File: src/hw/rtl/s5hp_pkg.sv
`timescale 1ns / 1ps
`default_nettype none
// ----------------------------------------------------------------------------
// s5hp_pkg
// Shared types, codes and helpers of the SOCKS5 server handshake parser.
// ----------------------------------------------------------------------------
package s5hp_pkg;

	localparam int MAX_CRED_LEN = 16;
	localparam int CRED_BYTES   = 16;
	localparam int MAX_RESULTS  = 3;

	// Configuration register indexes (byte address is 8 times the index).
	localparam logic [2:0] REG_USER_LENGTH     = 3'd0;
	localparam logic [2:0] REG_USER_BYTES_LOW  = 3'd1;
	localparam logic [2:0] REG_USER_BYTES_HIGH = 3'd2;
	localparam logic [2:0] REG_PASS_LENGTH     = 3'd3;
	localparam logic [2:0] REG_PASS_BYTES_LOW  = 3'd4;
	localparam logic [2:0] REG_PASS_BYTES_HIGH = 3'd5;

	// Protocol bytes.
	localparam logic [7:0] BYTE_SOCKS_VER = 8'h05;
	localparam logic [7:0] BYTE_METH_PASS = 8'h02;
	localparam logic [7:0] BYTE_METH_NONE = 8'hFF;
	localparam logic [7:0] BYTE_AUTH_VER  = 8'h01;
	localparam logic [7:0] BYTE_AUTH_OK   = 8'h00;
	localparam logic [7:0] BYTE_AUTH_BAD  = 8'h01;
	localparam logic [7:0] BYTE_CMD_CONN  = 8'h01;
	localparam logic [7:0] BYTE_RSV       = 8'h00;
	localparam logic [7:0] BYTE_ATYP_IPV4 = 8'h01;
	localparam logic [7:0] BYTE_ATYP_DOM  = 8'h03;
	localparam logic [7:0] BYTE_ATYP_IPV6 = 8'h04;
	localparam logic [7:0] IPV4_BYTES     = 8'd4;
	localparam logic [7:0] IPV6_BYTES     = 8'd16;

	typedef enum logic [1:0] {
		KIND_REPLY = 2'd0,
		KIND_ADDR  = 2'd1,
		KIND_PORT  = 2'd2,
		KIND_FAIL  = 2'd3
	} kind_t;

	typedef enum logic [1:0] {
		ADDR_IPV4   = 2'd0,
		ADDR_DOMAIN = 2'd1,
		ADDR_IPV6   = 2'd2,
		ADDR_UNUSED = 2'd3
	} addr_kind_t;

	typedef enum logic [3:0] {
		FAIL_NONE      = 4'd0,
		FAIL_GREET_VER = 4'd1,
		FAIL_NO_METHOD = 4'd2,
		FAIL_AUTH_VER  = 4'd3,
		FAIL_CREDS     = 4'd4,
		FAIL_REQ_VER   = 4'd5,
		FAIL_RESERVED  = 4'd6,
		FAIL_COMMAND   = 4'd7,
		FAIL_ADDR_TYPE = 4'd8
	} fail_t;

	typedef enum logic [18:0] {
		PH_IDLE  = 19'h00001,
		PH_GVER  = 19'h00002,
		PH_GCNT  = 19'h00004,
		PH_GMETH = 19'h00008,
		PH_AVER  = 19'h00010,
		PH_ULEN  = 19'h00020,
		PH_USER  = 19'h00040,
		PH_PLEN  = 19'h00080,
		PH_PASS  = 19'h00100,
		PH_RVER  = 19'h00200,
		PH_RCMD  = 19'h00400,
		PH_RRSV  = 19'h00800,
		PH_ATYP  = 19'h01000,
		PH_ADDR  = 19'h02000,
		PH_DLEN  = 19'h04000,
		PH_PHI   = 19'h08000,
		PH_PLO   = 19'h10000,
		PH_DONE  = 19'h20000,
		PH_FAIL  = 19'h40000
	} phase_t;

	typedef struct packed {
		kind_t      kind;
		logic [7:0] data;
		addr_kind_t ttype;
		logic [15:0] port;
		fail_t      fail;
	} result_t;

	function automatic result_t mk_result(kind_t kind, logic [7:0] data, addr_kind_t ttype,
			logic [15:0] port, fail_t fail);
		result_t r;
		r.kind  = kind;
		r.data  = data;
		r.ttype = ttype;
		r.port  = port;
		r.fail  = fail;
		return r;
	endfunction

	// A received length matches only if it equals the configured one, stays within the
	// length limit and fits the store.
	function automatic logic len_ok(logic [7:0] got, logic [4:0] want, logic [7:0] max_len);
		return (got == {3'b000, want}) && (got <= max_len) && (got <= 8'(CRED_BYTES));
	endfunction

	// Positions past the stored bytes never match.
	function automatic logic cred_hit(logic [63:0] lo, logic [63:0] hi, logic [7:0] idx,
			logic [7:0] b);
		logic [127:0] bytes;
		bytes = {hi, lo};
		if (idx < 8'(CRED_BYTES)) begin
			return bytes[{idx[3:0], 3'b000} +: 8] == b;
		end
		return 1'b0;
	endfunction

endpackage
`default_nettype wire

File: src/hw/rtl/socks5_handshake_parser.sv
`timescale 1ns / 1ps
`default_nettype none
// ----------------------------------------------------------------------------
// socks5_handshake_parser
// Parses client bytes of one SOCKS5 connection: greeting, password
// sub-negotiation and CONNECT request, and emits replies, address, port and failures.
// ----------------------------------------------------------------------------
// Channel   Direction  Handshake          Contents
// s_*       in         s_tvalid/s_tready  client_byte in tdata, conn_start in tuser
// m_*       out        m_tvalid/m_tready  reply/address/port/failure, kind in tuser
// APB       in/out     psel/penable       credential registers, 64-bit data
//
// Each byte is decoded in the cycle it is accepted; its results sit in a
// result register and leave one per cycle while m_tready is high. A byte
// with two or three results holds the input until its last one leaves the
// single-item output port. arst_n clears the parser to idle and the
// credentials to zero. The input is taken again in the cycle the final
// result of the previous byte leaves.
module socks5_handshake_parser #(
	parameter int MAX_CRED_LEN_P = s5hp_pkg::MAX_CRED_LEN
) (
	input  wire logic        clk,
	input  wire logic        arst_n,
	input  wire logic        s_tvalid,
	output logic             s_tready,
	input  wire logic [7:0]  s_tdata,   // [7:0] client_byte
	input  wire logic [0:0]  s_tuser,   // [0] conn_start
	output logic             m_tvalid,
	input  wire logic        m_tready,
	output logic [31:0]      m_tdata,   // [7:0] out_byte, [9:8] target_type,
	                                    // [25:10] dest_port, [29:26] fail_code
	output logic [1:0]       m_tuser,   // [1:0] out_kind
	output logic             m_tlast,   // last
	input  wire logic        psel,
	input  wire logic        penable,
	input  wire logic        pwrite,
	input  wire logic [5:0]  paddr,
	input  wire logic [63:0] pwdata,
	output logic [63:0]      prdata,
	output logic             pready
);
	import s5hp_pkg::*;

	localparam logic [7:0] CRED_LIMIT = 8'(MAX_CRED_LEN_P);

	logic [4:0]  user_len_q;
	logic [63:0] user_lo_q;
	logic [63:0] user_hi_q;
	logic [4:0]  pass_len_q;
	logic [63:0] pass_lo_q;
	logic [63:0] pass_hi_q;

	phase_t      phase_q;
	logic [7:0]  rem_q;
	logic [7:0]  bidx_q;
	logic        offered_q;
	logic        match_q;
	addr_kind_t  akind_q;
	logic [7:0]  pupper_q;

	phase_t      ph;
	logic [7:0]  rem;
	logic [7:0]  bidx;
	logic        offered;
	logic        match;
	addr_kind_t  akind;
	logic [7:0]  pupper;
	logic [7:0]  b;
	logic        do_fail;
	fail_t       fail_code;
	logic        do_method;
	logic        do_auth;
	result_t     res_n [MAX_RESULTS];
	logic [1:0]  cnt_n;

	result_t     res_q [MAX_RESULTS];
	logic [1:0]  cnt_q;
	logic [1:0]  idx_q;
	result_t     cur;

	logic        cfg_wr;
	logic        in_acc;
	logic        out_acc;

	assign pready = 1'b1;
	assign cfg_wr = psel && penable && pwrite && pready;

	always_ff @(posedge clk or negedge arst_n) begin
		if (!arst_n) begin
			user_len_q <= '0;
			user_lo_q  <= '0;
			user_hi_q  <= '0;
			pass_len_q <= '0;
			pass_lo_q  <= '0;
			pass_hi_q  <= '0;
		end else if (cfg_wr) begin
			case (paddr[5:3])
				REG_USER_LENGTH:     user_len_q <= pwdata[4:0];
				REG_USER_BYTES_LOW:  user_lo_q  <= pwdata;
				REG_USER_BYTES_HIGH: user_hi_q  <= pwdata;
				REG_PASS_LENGTH:     pass_len_q <= pwdata[4:0];
				REG_PASS_BYTES_LOW:  pass_lo_q  <= pwdata;
				REG_PASS_BYTES_HIGH: pass_hi_q  <= pwdata;
				default: ;
			endcase
		end
	end

	always_comb begin
		case (paddr[5:3])
			REG_USER_LENGTH:     prdata = {59'd0, user_len_q};
			REG_USER_BYTES_LOW:  prdata = user_lo_q;
			REG_USER_BYTES_HIGH: prdata = user_hi_q;
			REG_PASS_LENGTH:     prdata = {59'd0, pass_len_q};
			REG_PASS_BYTES_LOW:  prdata = pass_lo_q;
			REG_PASS_BYTES_HIGH: prdata = pass_hi_q;
			default:             prdata = '0;
		endcase
	end

	// Decode of one client byte.
	always_comb begin
		b         = s_tdata;
		ph        = phase_q;
		rem       = rem_q;
		bidx      = bidx_q;
		offered   = offered_q;
		match     = match_q;
		akind     = akind_q;
		pupper    = pupper_q;
		do_fail   = 1'b0;
		fail_code = FAIL_NONE;
		do_method = 1'b0;
		do_auth   = 1'b0;
		cnt_n     = 2'd0;
		for (int i = 0; i < MAX_RESULTS; i++) begin
			res_n[i] = mk_result(KIND_REPLY, 8'h00, ADDR_IPV4, 16'h0000, FAIL_NONE);
		end

		if (s_tuser[0]) begin
			ph      = PH_GVER;
			rem     = '0;
			bidx    = '0;
			offered = 1'b0;
			match   = 1'b1;
			akind   = ADDR_IPV4;
			pupper  = '0;
		end

		case (ph)
			PH_GVER: begin
				if (b != BYTE_SOCKS_VER) begin
					do_fail = 1'b1; fail_code = FAIL_GREET_VER;
				end else begin
					ph = PH_GCNT;
				end
			end
			PH_GCNT: begin
				rem = b;
				if (b == 8'd0) do_method = 1'b1;
				else ph = PH_GMETH;
			end
			PH_GMETH: begin
				if (b == BYTE_METH_PASS) offered = 1'b1;
				rem = rem - 8'd1;
				if (rem == 8'd0) do_method = 1'b1;
			end
			PH_AVER: begin
				if (b != BYTE_AUTH_VER) begin
					do_fail = 1'b1; fail_code = FAIL_AUTH_VER;
				end else begin
					ph = PH_ULEN;
				end
			end
			PH_ULEN: begin
				match = len_ok(b, user_len_q, CRED_LIMIT);
				rem   = b;
				bidx  = '0;
				ph    = (b == 8'd0) ? PH_PLEN : PH_USER;
			end
			PH_USER: begin
				if (!cred_hit(user_lo_q, user_hi_q, bidx, b)) match = 1'b0;
				bidx = bidx + 8'd1;
				rem  = rem - 8'd1;
				if (rem == 8'd0) ph = PH_PLEN;
			end
			PH_PLEN: begin
				if (!len_ok(b, pass_len_q, CRED_LIMIT)) match = 1'b0;
				rem  = b;
				bidx = '0;
				if (b == 8'd0) do_auth = 1'b1;
				else ph = PH_PASS;
			end
			PH_PASS: begin
				if (!cred_hit(pass_lo_q, pass_hi_q, bidx, b)) match = 1'b0;
				bidx = bidx + 8'd1;
				rem  = rem - 8'd1;
				if (rem == 8'd0) do_auth = 1'b1;
			end
			PH_RVER: begin
				if (b != BYTE_SOCKS_VER) begin
					do_fail = 1'b1; fail_code = FAIL_REQ_VER;
				end else begin
					ph = PH_RCMD;
				end
			end
			PH_RCMD: begin
				if (b != BYTE_CMD_CONN) begin
					do_fail = 1'b1; fail_code = FAIL_COMMAND;
				end else begin
					ph = PH_RRSV;
				end
			end
			PH_RRSV: begin
				if (b != BYTE_RSV) begin
					do_fail = 1'b1; fail_code = FAIL_RESERVED;
				end else begin
					ph = PH_ATYP;
				end
			end
			PH_ATYP: begin
				if (b == BYTE_ATYP_IPV4) begin
					akind = ADDR_IPV4; rem = IPV4_BYTES; ph = PH_ADDR;
				end else if (b == BYTE_ATYP_IPV6) begin
					akind = ADDR_IPV6; rem = IPV6_BYTES; ph = PH_ADDR;
				end else if (b == BYTE_ATYP_DOM) begin
					akind = ADDR_DOMAIN; ph = PH_DLEN;
				end else begin
					do_fail = 1'b1; fail_code = FAIL_ADDR_TYPE;
				end
			end
			PH_DLEN: begin
				rem = b;
				ph  = (b == 8'd0) ? PH_PHI : PH_ADDR;
			end
			PH_ADDR: begin
				res_n[0] = mk_result(KIND_ADDR, b, akind, 16'h0000, FAIL_NONE);
				cnt_n    = 2'd1;
				rem      = rem - 8'd1;
				if (rem == 8'd0) ph = PH_PHI;
			end
			PH_PHI: begin
				pupper = b;
				ph     = PH_PLO;
			end
			PH_PLO: begin
				res_n[0] = mk_result(KIND_PORT, 8'h00, akind, {pupper, b}, FAIL_NONE);
				cnt_n    = 2'd1;
				ph       = PH_DONE;
			end
			default: ;
		endcase

		if (do_fail) begin
			res_n[0] = mk_result(KIND_FAIL, 8'h00, akind, 16'h0000, fail_code);
			cnt_n    = 2'd1;
			ph       = PH_FAIL;
		end

		if (do_method) begin
			res_n[0] = mk_result(KIND_REPLY, BYTE_SOCKS_VER, akind, 16'h0000, FAIL_NONE);
			if (offered) begin
				res_n[1] = mk_result(KIND_REPLY, BYTE_METH_PASS, akind, 16'h0000, FAIL_NONE);
				cnt_n    = 2'd2;
				ph       = PH_AVER;
			end else begin
				res_n[1] = mk_result(KIND_REPLY, BYTE_METH_NONE, akind, 16'h0000, FAIL_NONE);
				res_n[2] = mk_result(KIND_FAIL, 8'h00, akind, 16'h0000, FAIL_NO_METHOD);
				cnt_n    = 2'd3;
				ph       = PH_FAIL;
			end
		end

		if (do_auth) begin
			res_n[0] = mk_result(KIND_REPLY, BYTE_AUTH_VER, akind, 16'h0000, FAIL_NONE);
			if (match) begin
				res_n[1] = mk_result(KIND_REPLY, BYTE_AUTH_OK, akind, 16'h0000, FAIL_NONE);
				cnt_n    = 2'd2;
				ph       = PH_RVER;
			end else begin
				res_n[1] = mk_result(KIND_REPLY, BYTE_AUTH_BAD, akind, 16'h0000, FAIL_NONE);
				res_n[2] = mk_result(KIND_FAIL, 8'h00, akind, 16'h0000, FAIL_CREDS);
				cnt_n    = 2'd3;
				ph       = PH_FAIL;
			end
		end
	end

	// Result register: a bundle of up to three results and a read pointer.
	assign cur      = res_q[idx_q];
	assign m_tvalid = (cnt_q != 2'd0);
	assign m_tlast  = (idx_q == (cnt_q - 2'd1));
	assign m_tuser  = cur.kind;
	assign m_tdata  = {2'b00, cur.fail, cur.port, cur.ttype, cur.data};
	assign out_acc  = m_tvalid && m_tready;
	// A new byte enters once the last result of the previous one is leaving.
	assign s_tready = !m_tvalid || (m_tready && m_tlast);
	assign in_acc   = s_tvalid && s_tready;

	always_ff @(posedge clk or negedge arst_n) begin
		if (!arst_n) begin
			phase_q   <= PH_IDLE;
			rem_q     <= '0;
			bidx_q    <= '0;
			offered_q <= 1'b0;
			match_q   <= 1'b1;
			akind_q   <= ADDR_IPV4;
			pupper_q  <= '0;
			cnt_q     <= '0;
			idx_q     <= '0;
		end else begin
			if (in_acc) begin
				phase_q   <= ph;
				rem_q     <= rem;
				bidx_q    <= bidx;
				offered_q <= offered;
				match_q   <= match;
				akind_q   <= akind;
				pupper_q  <= pupper;
				cnt_q     <= cnt_n;
				idx_q     <= '0;
			end else if (out_acc) begin
				if (m_tlast) cnt_q <= '0;
				else idx_q <= idx_q + 2'd1;
			end
		end
	end

	always_ff @(posedge clk) begin
		if (in_acc) begin
			for (int i = 0; i < MAX_RESULTS; i++) begin
				res_q[i] <= res_n[i];
			end
		end
	end

endmodule
`default_nettype wire

File: config.mk
export PLATFORM = sky130hd
export DESIGN_NAME = socks5_handshake_parser
export DESIGN_NICKNAME = d
export VERILOG_FILES = /design/src/hw/rtl/s5hp_pkg.sv /design/src/hw/rtl/socks5_handshake_parser.sv
export SDC_FILE = /design/constraint.sdc
export NUM_CORES = 1
export LEC_CHECK = 0
export BUFFER_PORTS_ARGS = -buffer_cell sky130_fd_sc_hd__buf_4
export CAP_MARGIN = 20
export CORE_UTILIZATION = 54
export CTS_CLUSTER_SIZE = 10
export DETAILED_ROUTE_END_ITERATION = 12
export GPL_TIMING_DRIVEN = 0
export PLACE_DENSITY = 0.74
export SYNTH_ARGS = -nofsm -noshare
export SYNTH_HDL_FRONTEND = slang
export SYNTH_SLANG_ARGS = --single-unit
File: constraint.sdc
create_clock -name clk -period 5.4 [get_ports clk]
set_input_delay 1.08 -clock clk [delete_from_list [all_inputs] [get_ports clk]]
set_output_delay 1.08 -clock clk [all_outputs]
set_load 0.03 [all_outputs]
==> results of run 1 <==
[power breakdown]
group	internal, uW	switching (uW)	leakage, uW
combinational	927	1290	0.00458
clock	1530	1110	0.000598
sequential	3220	413	0.00451
total	5680	2810	0.00969
[registers in the layout (all words and copies together), names as in the netlist]
register / count
user_lo_q: 64
user_len_q: 5
pupper_q: 8
phase_q: 19
cnt_q: 2
res_q: 42
offered_q: 1
akind_q: 2
user_hi_q: 64
rem_q: 8
pass_lo_q: 64
idx_q: 2
pass_len_q: 5
match_q: 1
pass_hi_q: 64
bidx_q: 8
[metal layers]
| layer | vias to the layer above | wire, um | global-route usage (%) |
|---|---|---|---|
| li1 | 6836 | - | - |
| met1 | 8143 | 26560 | 50.02 |
| met2 | 1154 | 30530 | 57.68 |
| met3 | 261 | 7398 | 8.741 |
| met4 | 2 | 4274 | 21.75 |
| met5 | - | 14 | 0 |
[layout make-up]
class / count / share of cell area [%]
buffer: 127 / 2.501
clock buffer: 63 / 5.366
timing repair buffer: 184 / 6.477
tap: 455 / 2.540
multi-input combinational: 1223 / 41.52
inverter: 24 / 0.4020
sequential: 359 / 41.04
clock inverter: 3 / 0.1508
[worst paths after layout]
kind	startpoint	to	slack (ps)	cells after the start
max	paddr[5]	prdata[55]	380	9
min	offered_q	offered_q	490	2
max reg2reg	bidx_q[0]	res_q[2][21]	820	13
min reg2reg	offered_q	offered_q	490	2
max in group asynchronous	arst_n	pass_hi_q[41]	3790	2
min in group asynchronous	arst_n	idx_q[0]	500	1
[Yosys cell counts, drive strengths merged, types with 6 or more instances]
cell type,count
nor3,19
edfxtp,42
or4,7
a22o,20
a221oi,10
clkbuf,85
a22oi,124
and2,44
nand2,154
inv,24
mux4,13
nor4,13
nand2b,19
nand3,23
o31ai,13
nor2b,20
xnor2,18
o221ai,17
mux2i,81
nor3b,6
dfrtp,315
xor2,12
nand4,7
o21ai,69
nor2,93
or2,10
o22ai,18
a211oi,6
buf,43
mux2,267
a21oi,60
[worst min-delay path: cells and delay by family (launching register included)]
kind | cells | cell delay [ps]
DFF | 1 | 350
and+or+nand+nor | 1 | 50
AOI/OAI and AO/OA | 1 | 60
[cells by family (layout without fill, tap and decap cells)]
group / after synthesis / after routing
AOI/OAI and AO/OA: 382 / 382
other: 2 / 3
xor gates and xnor gates: 30 / 30
adders and majority gates: 4 / 4
DFF: 359 / 359
and+or+nand+nor: 443 / 443
muxes: 361 / 361
buffers and inverters: 152 / 401
[through the flow]
step | TNS, ps | setup WS (ps) | utilization [%]
after floorplan | 0 | 1073 | -
after global placement | -12220 | -489.2 | 60.58
after detailed placement | -12770 | -503.8 | 60.94
after CTS | 0 | 30.85 | 64.50
after global routing | 0 | 316.9 | 64.55
final | 0 | 375.9 | 64.55
==> impl_results.md, run 1 <==
- Status: finished clean
- Via count: 16396
- Number of synthesized register bits: 359
- Multi-input logic area: 9305 sq um
- Num CTS Buffers: 43
- Routed length per instance: 28.21 um
- RSZ-0062 raised after global routing: false
- Total Routing Usage GR: 37.99%
- Pwr/cell area: 378.7 nW/um^2
- Hold buffers post-CTS: 0
- Synth Area in Compound Gates: 13.81%
- Hold WC Path Type: flop to flop
- Fraction of registers with async set/reset: 88.30%
- RD Place Congestion: 0.9926
- Final hold vios: 0
- CP dominant cell by count: clkbuf_1
- Synthesized area: 19150 sq um
- First-pass GRT wire length: 101400 um
- Drt total wl: 68780 um
- Inst Count DP: 2371
- Worst-margin pin slew: 1179 ps
- DRT antenna net count: 0
- Tot Pwr: 8487 uW
- CTS sink count: 359
- Largest cells by area after synthesis: dfrtp_1, mux2_2, edfxtp_1
- Yosys cell types: 77
- # Post-CTS Setup Buffers: 0
- Hpwl dp: 48300 um
- Ports: 188
- Post-synthesis simple-gate area fraction: 11.63%
- Final Instance Area: 22410 sq um
- Main combinational cell family by area after synthesis: multiplexers
- Max VDD drop: 0.0003376 V
- Critical-path cell list: buf_4 > clkbuf_1 > nor2b_1 > and2_1 > clkbuf_1 > clkbuf_1 > a22oi_1 > nand2_1 > buf_4
- Post-route insts no fill: 2438
- Crit Path Class: primary input to primary output
- Fillers: 2822
- Static leakage: 0.009687 uW
- Total grt overflow: 0
- Register Area: 9196 sq um
- Post-synth top area cell: dfrtp_1
- Initial Utilization: 55.17%
- Initial antenna violation count: 1
- Worst stage delay on the critical path: 870 ps
- DRC: 0
- Post-DP Area: 21150 sq um
- Final worst hold slack: 490.1 ps
- Arrival time worst endpoint: 3940 ps
- TritonRoute pass-1 iters: 6
- Initial DRC Count: 2048
- Die height: 190.3 um
- Most common cell after layout, fill and taps aside: dfrtp_1
- Largest net degree at the start of global routing: 120
- Crit. End Element: primary output
- Slew Limit Headroom: 21.41%
- Xor and xnor area share after synthesis: 1.372%
- FMAX: 199.0 MHz
- Synthesized area per cell: 11.05 sq um
- Clock slew at reported path FFs: 60 ps
- Die Wd: 190.3 um
- Critical path required time: 4320 ps
- Vias in the first global route: 15865
- CP bufs+invs: 5
- Period utilization: 93.04%
- CTS tree: done
- CTS Buffer Depth: 3
- CP max stage cell: clkbuf_1
- Port-buffer cells: 174
- Worst-Skew Late Latency: 550 ps
- Mux contribution to synthesized area: 21.46%
- Fin nets: 2052
- Num rows: 68
- Syn Inst Count: 1733
- Vias per Instance: 6.725
- Setup Viol. Count Final: 0
- EDFF count, synth: 42
- Yosys Warn Count: 0
- Cts repair resizes: 0
- Peak fanout along the critical path: 10
- Commonest cells after routing, fill and taps aside: dfrtp_1, mux2_2, buf_4, nand2_1, a22oi_1
- Family with the most delay on the worst path: buffers and inverters
- Synth Area in Adders: 0.2614%
- Skew final: 16.56 ps
- Die area: 36220 sq um
- Main synth FF type: dfrtp_1
- Proportion of layout cells with a drive suffix above 1: 29.10%
- # H-tree levels: 2
- Root Driver: clkbuf_16
- P&R area growth vs syn: 17.02%
- Max Cap Violations: 0
- Antenna diodes: 0
- Tmin final: 5024 ps
- Sequential share of the synthesized area: 48.02%
- Post-synth top area share: 41.16%
- Core area: 34710 sq um
- Setup crit start kind: primary input
- Slew Viols, Final: 0
No activity file was read; power rests on OpenSTA's default activity.
==> inputs of run 2 (changes only) <==
--- a/config.mk
+++ b/config.mk
@@ -5,8 +5,9 @@
 export SDC_FILE = /design/constraint.sdc
 export NUM_CORES = 1
 export LEC_CHECK = 0
-export BUFFER_PORTS_ARGS = -buffer_cell sky130_fd_sc_hd__buf_4
+export BUFFER_PORTS_ARGS = -buffer_cell sky130_fd_sc_hd__clkbuf_2
 export CAP_MARGIN = 20
+export CORE_ASPECT_RATIO = 2
 export CORE_UTILIZATION = 54
 export CTS_CLUSTER_SIZE = 10
 export DETAILED_ROUTE_END_ITERATION = 12
==> run 2 against run 1 <==
Combinational power down 3%. Largest cell class unchanged. Critical endpoint is now phase_q[9]. Fmax shrank 0.39%. Via count grew 1.5%. Critical path depth grew 10. Critical path type is now primary input to flop.
==> impl_results.md, run 2 (synthesized netlist as in run 1, its figures left out) <==
- Initial Utilization: 54.79%
- Slew Limit Headroom: 16.41%
- Drt total wl: 75500 um
- RD Place Congestion: 1.042
- Post-Place Setup Slack: -750.8 ps
- Max Cap Violations: 0
- Tot Pwr: 8276 uW
- Setup TNS: 0 ps
- Setup Viol. Count Final: 0
- Die height: 268.3 um
- Worst-Skew Late Latency: 560 ps
- Final hold vios: 0
- Skew final: 23.51 ps
- Family with the most delay on the worst path: buffers and inverters
- Setup crit start kind: primary input
- RSZ-0062 raised after global routing: false
- Tmin final: 5044 ps
- Antenna diodes: 0
- Num CTS Buffers: 41
- Final worst hold slack: 491.3 ps
- Ports: 188
- DRT antenna net count: 0
- Initial antenna violation count: 1
- Status: finished clean
- Crit Path Class: primary input to flop
- CTS tree: done
- FMAX: 198.3 MHz
- Period utilization: 93.41%
- Initial DRC Count: 1483
- # Post-CTS Setup Buffers: 0
- Slew Viols, Final: 0
- # H-tree levels: 2
- Port-buffer cells: 174
- Largest net degree at the start of global routing: 95
- Via count: 16634
- DRC: 0
- Total grt overflow: 0
- Crit. End Element: flop
- Inst Count DP: 2360
- CP dominant cell by count: buf_2
- P&R area growth vs syn: 14.52%
- Num rows: 97
- Hpwl dp: 55330 um
- Post-route insts no fill: 2423
- Clock slew at reported path FFs: 60 ps
- Critical-path cell list: clkbuf_2 > buf_6 > buf_6 > inv_1 > buf_2 > buf_2 > clkbuf_2 > nand2_1 > ha_1 > o21ai_0 > and4_1 > clkbuf_1 > a21oi_2 > and2_1 > buf_2 > nand2_2 > o21ai_1 > buf_2 > a22o_1
- Arrival time worst endpoint: 5470 ps
- Worst-margin pin slew: 1254 ps
- Worst stage delay on the critical path: 440 ps
- Vias in the first global route: 17017
- TritonRoute pass-1 iters: 6
- Post-route setup slack: 356.0 ps
- Vias per Instance: 6.865
- Die area: 36270 sq um
- CTS Buffer Depth: 3
- Static leakage: 0.009541 uW
- Routed length per instance: 31.16 um
- Total Routing Usage GR: 42.66%
- Hold buffers post-CTS: 0
- CP max stage cell: buf_2
- CP bufs+invs: 10
- Critical path required time: 5830 ps
- Fin nets: 2053
- Commonest cells after routing, fill and taps aside: dfrtp_1, mux2_2, clkbuf_2, nand2_1, a22oi_1
- Max VDD drop: 0.0003414 V
- Core area: 34950 sq um
- Root Driver: clkbuf_16
- Hold WC Path Type: flop to flop
- Die Wd: 135.2 um
- Pwr/cell area: 377.4 nW/um^2
- Most common cell after layout, fill and taps aside: dfrtp_1
- Proportion of layout cells with a drive suffix above 1: 29.02%
- CTS sink count: 359
- Peak fanout along the critical path: 19
- First-pass GRT wire length: 108900 um
run 2: path summary, 6_finish.rpt:
check,startpoint,to,slack (ps),cells after the start
setup / recovery,s_tuser,phase_q[9],360,19
hold / removal,offered_q,offered_q,490,2
setup reg to reg,bidx_q[0],res_q[2][20],410,14
hold reg to reg,offered_q,offered_q,490,2
max in group asynchronous,arst_n,pupper_q[6],3650,3
min in group asynchronous,arst_n,phase_q[10],520,1
run 2: tightest hold or removal path, cell delays in order, from the launching register on:
cell	delay, ps
dfrtp_1	340
nand2_1	50
o21ai_0	60
run 2: through the flow:
step / area [sq um] / utilization (%)
6_report: 21930 / 62.74
5_1_grt: 21930 / 62.74
4_1_cts: 21840 / 62.49
3_5_place_dp: 20720 / 59.29
3_3_place_gp: 20580 / 58.88
2_1_floorplan: 19150 / -
run 2: layout make-up:
cell class / count / area [sq um]
Buffer: 127 / 560.5
Clock buffer: 57 / 1107
Clock inverter: 1 / 16.27
Fill cell: 2866 / 13020
Inverter: 24 / 90.09
Multi-Input combinational cell: 1223 / 9310
Sequential cell: 359 / 9196
Tap cell: 445 / 556.8
Timing Repair Buffer: 187 / 1092
run 2: power by group:
| group | internal (uW) | switching, uW | total, uW |
|---|---|---|---|
| sequential | 3220 | 404 | 3630 |
| combinational | 804 | 1330 | 2140 |
| clock | 1410 | 1100 | 2510 |
| total | 5440 | 2840 | 8280 |
run 2: what timing repair did:
| item | CTS | global route |
|---|---|---|
| pin swaps | 0 | 0 |
| endpoints found under the setup margin | 22 | 3 |
| gates resized for setup | 0 | 1 |
| hold endpoints to repair | 0 | 0 |
run 2: routing by layer:
layer  part of all wire [%]  vias up  GRT usage (%)
met5                  0.016        -              0
met4                     12        2          43.49
met3                    8.3      474          10.15
met2                     50     1180          72.22
met1                     30     8140          41.03
li1                       -     6838              -
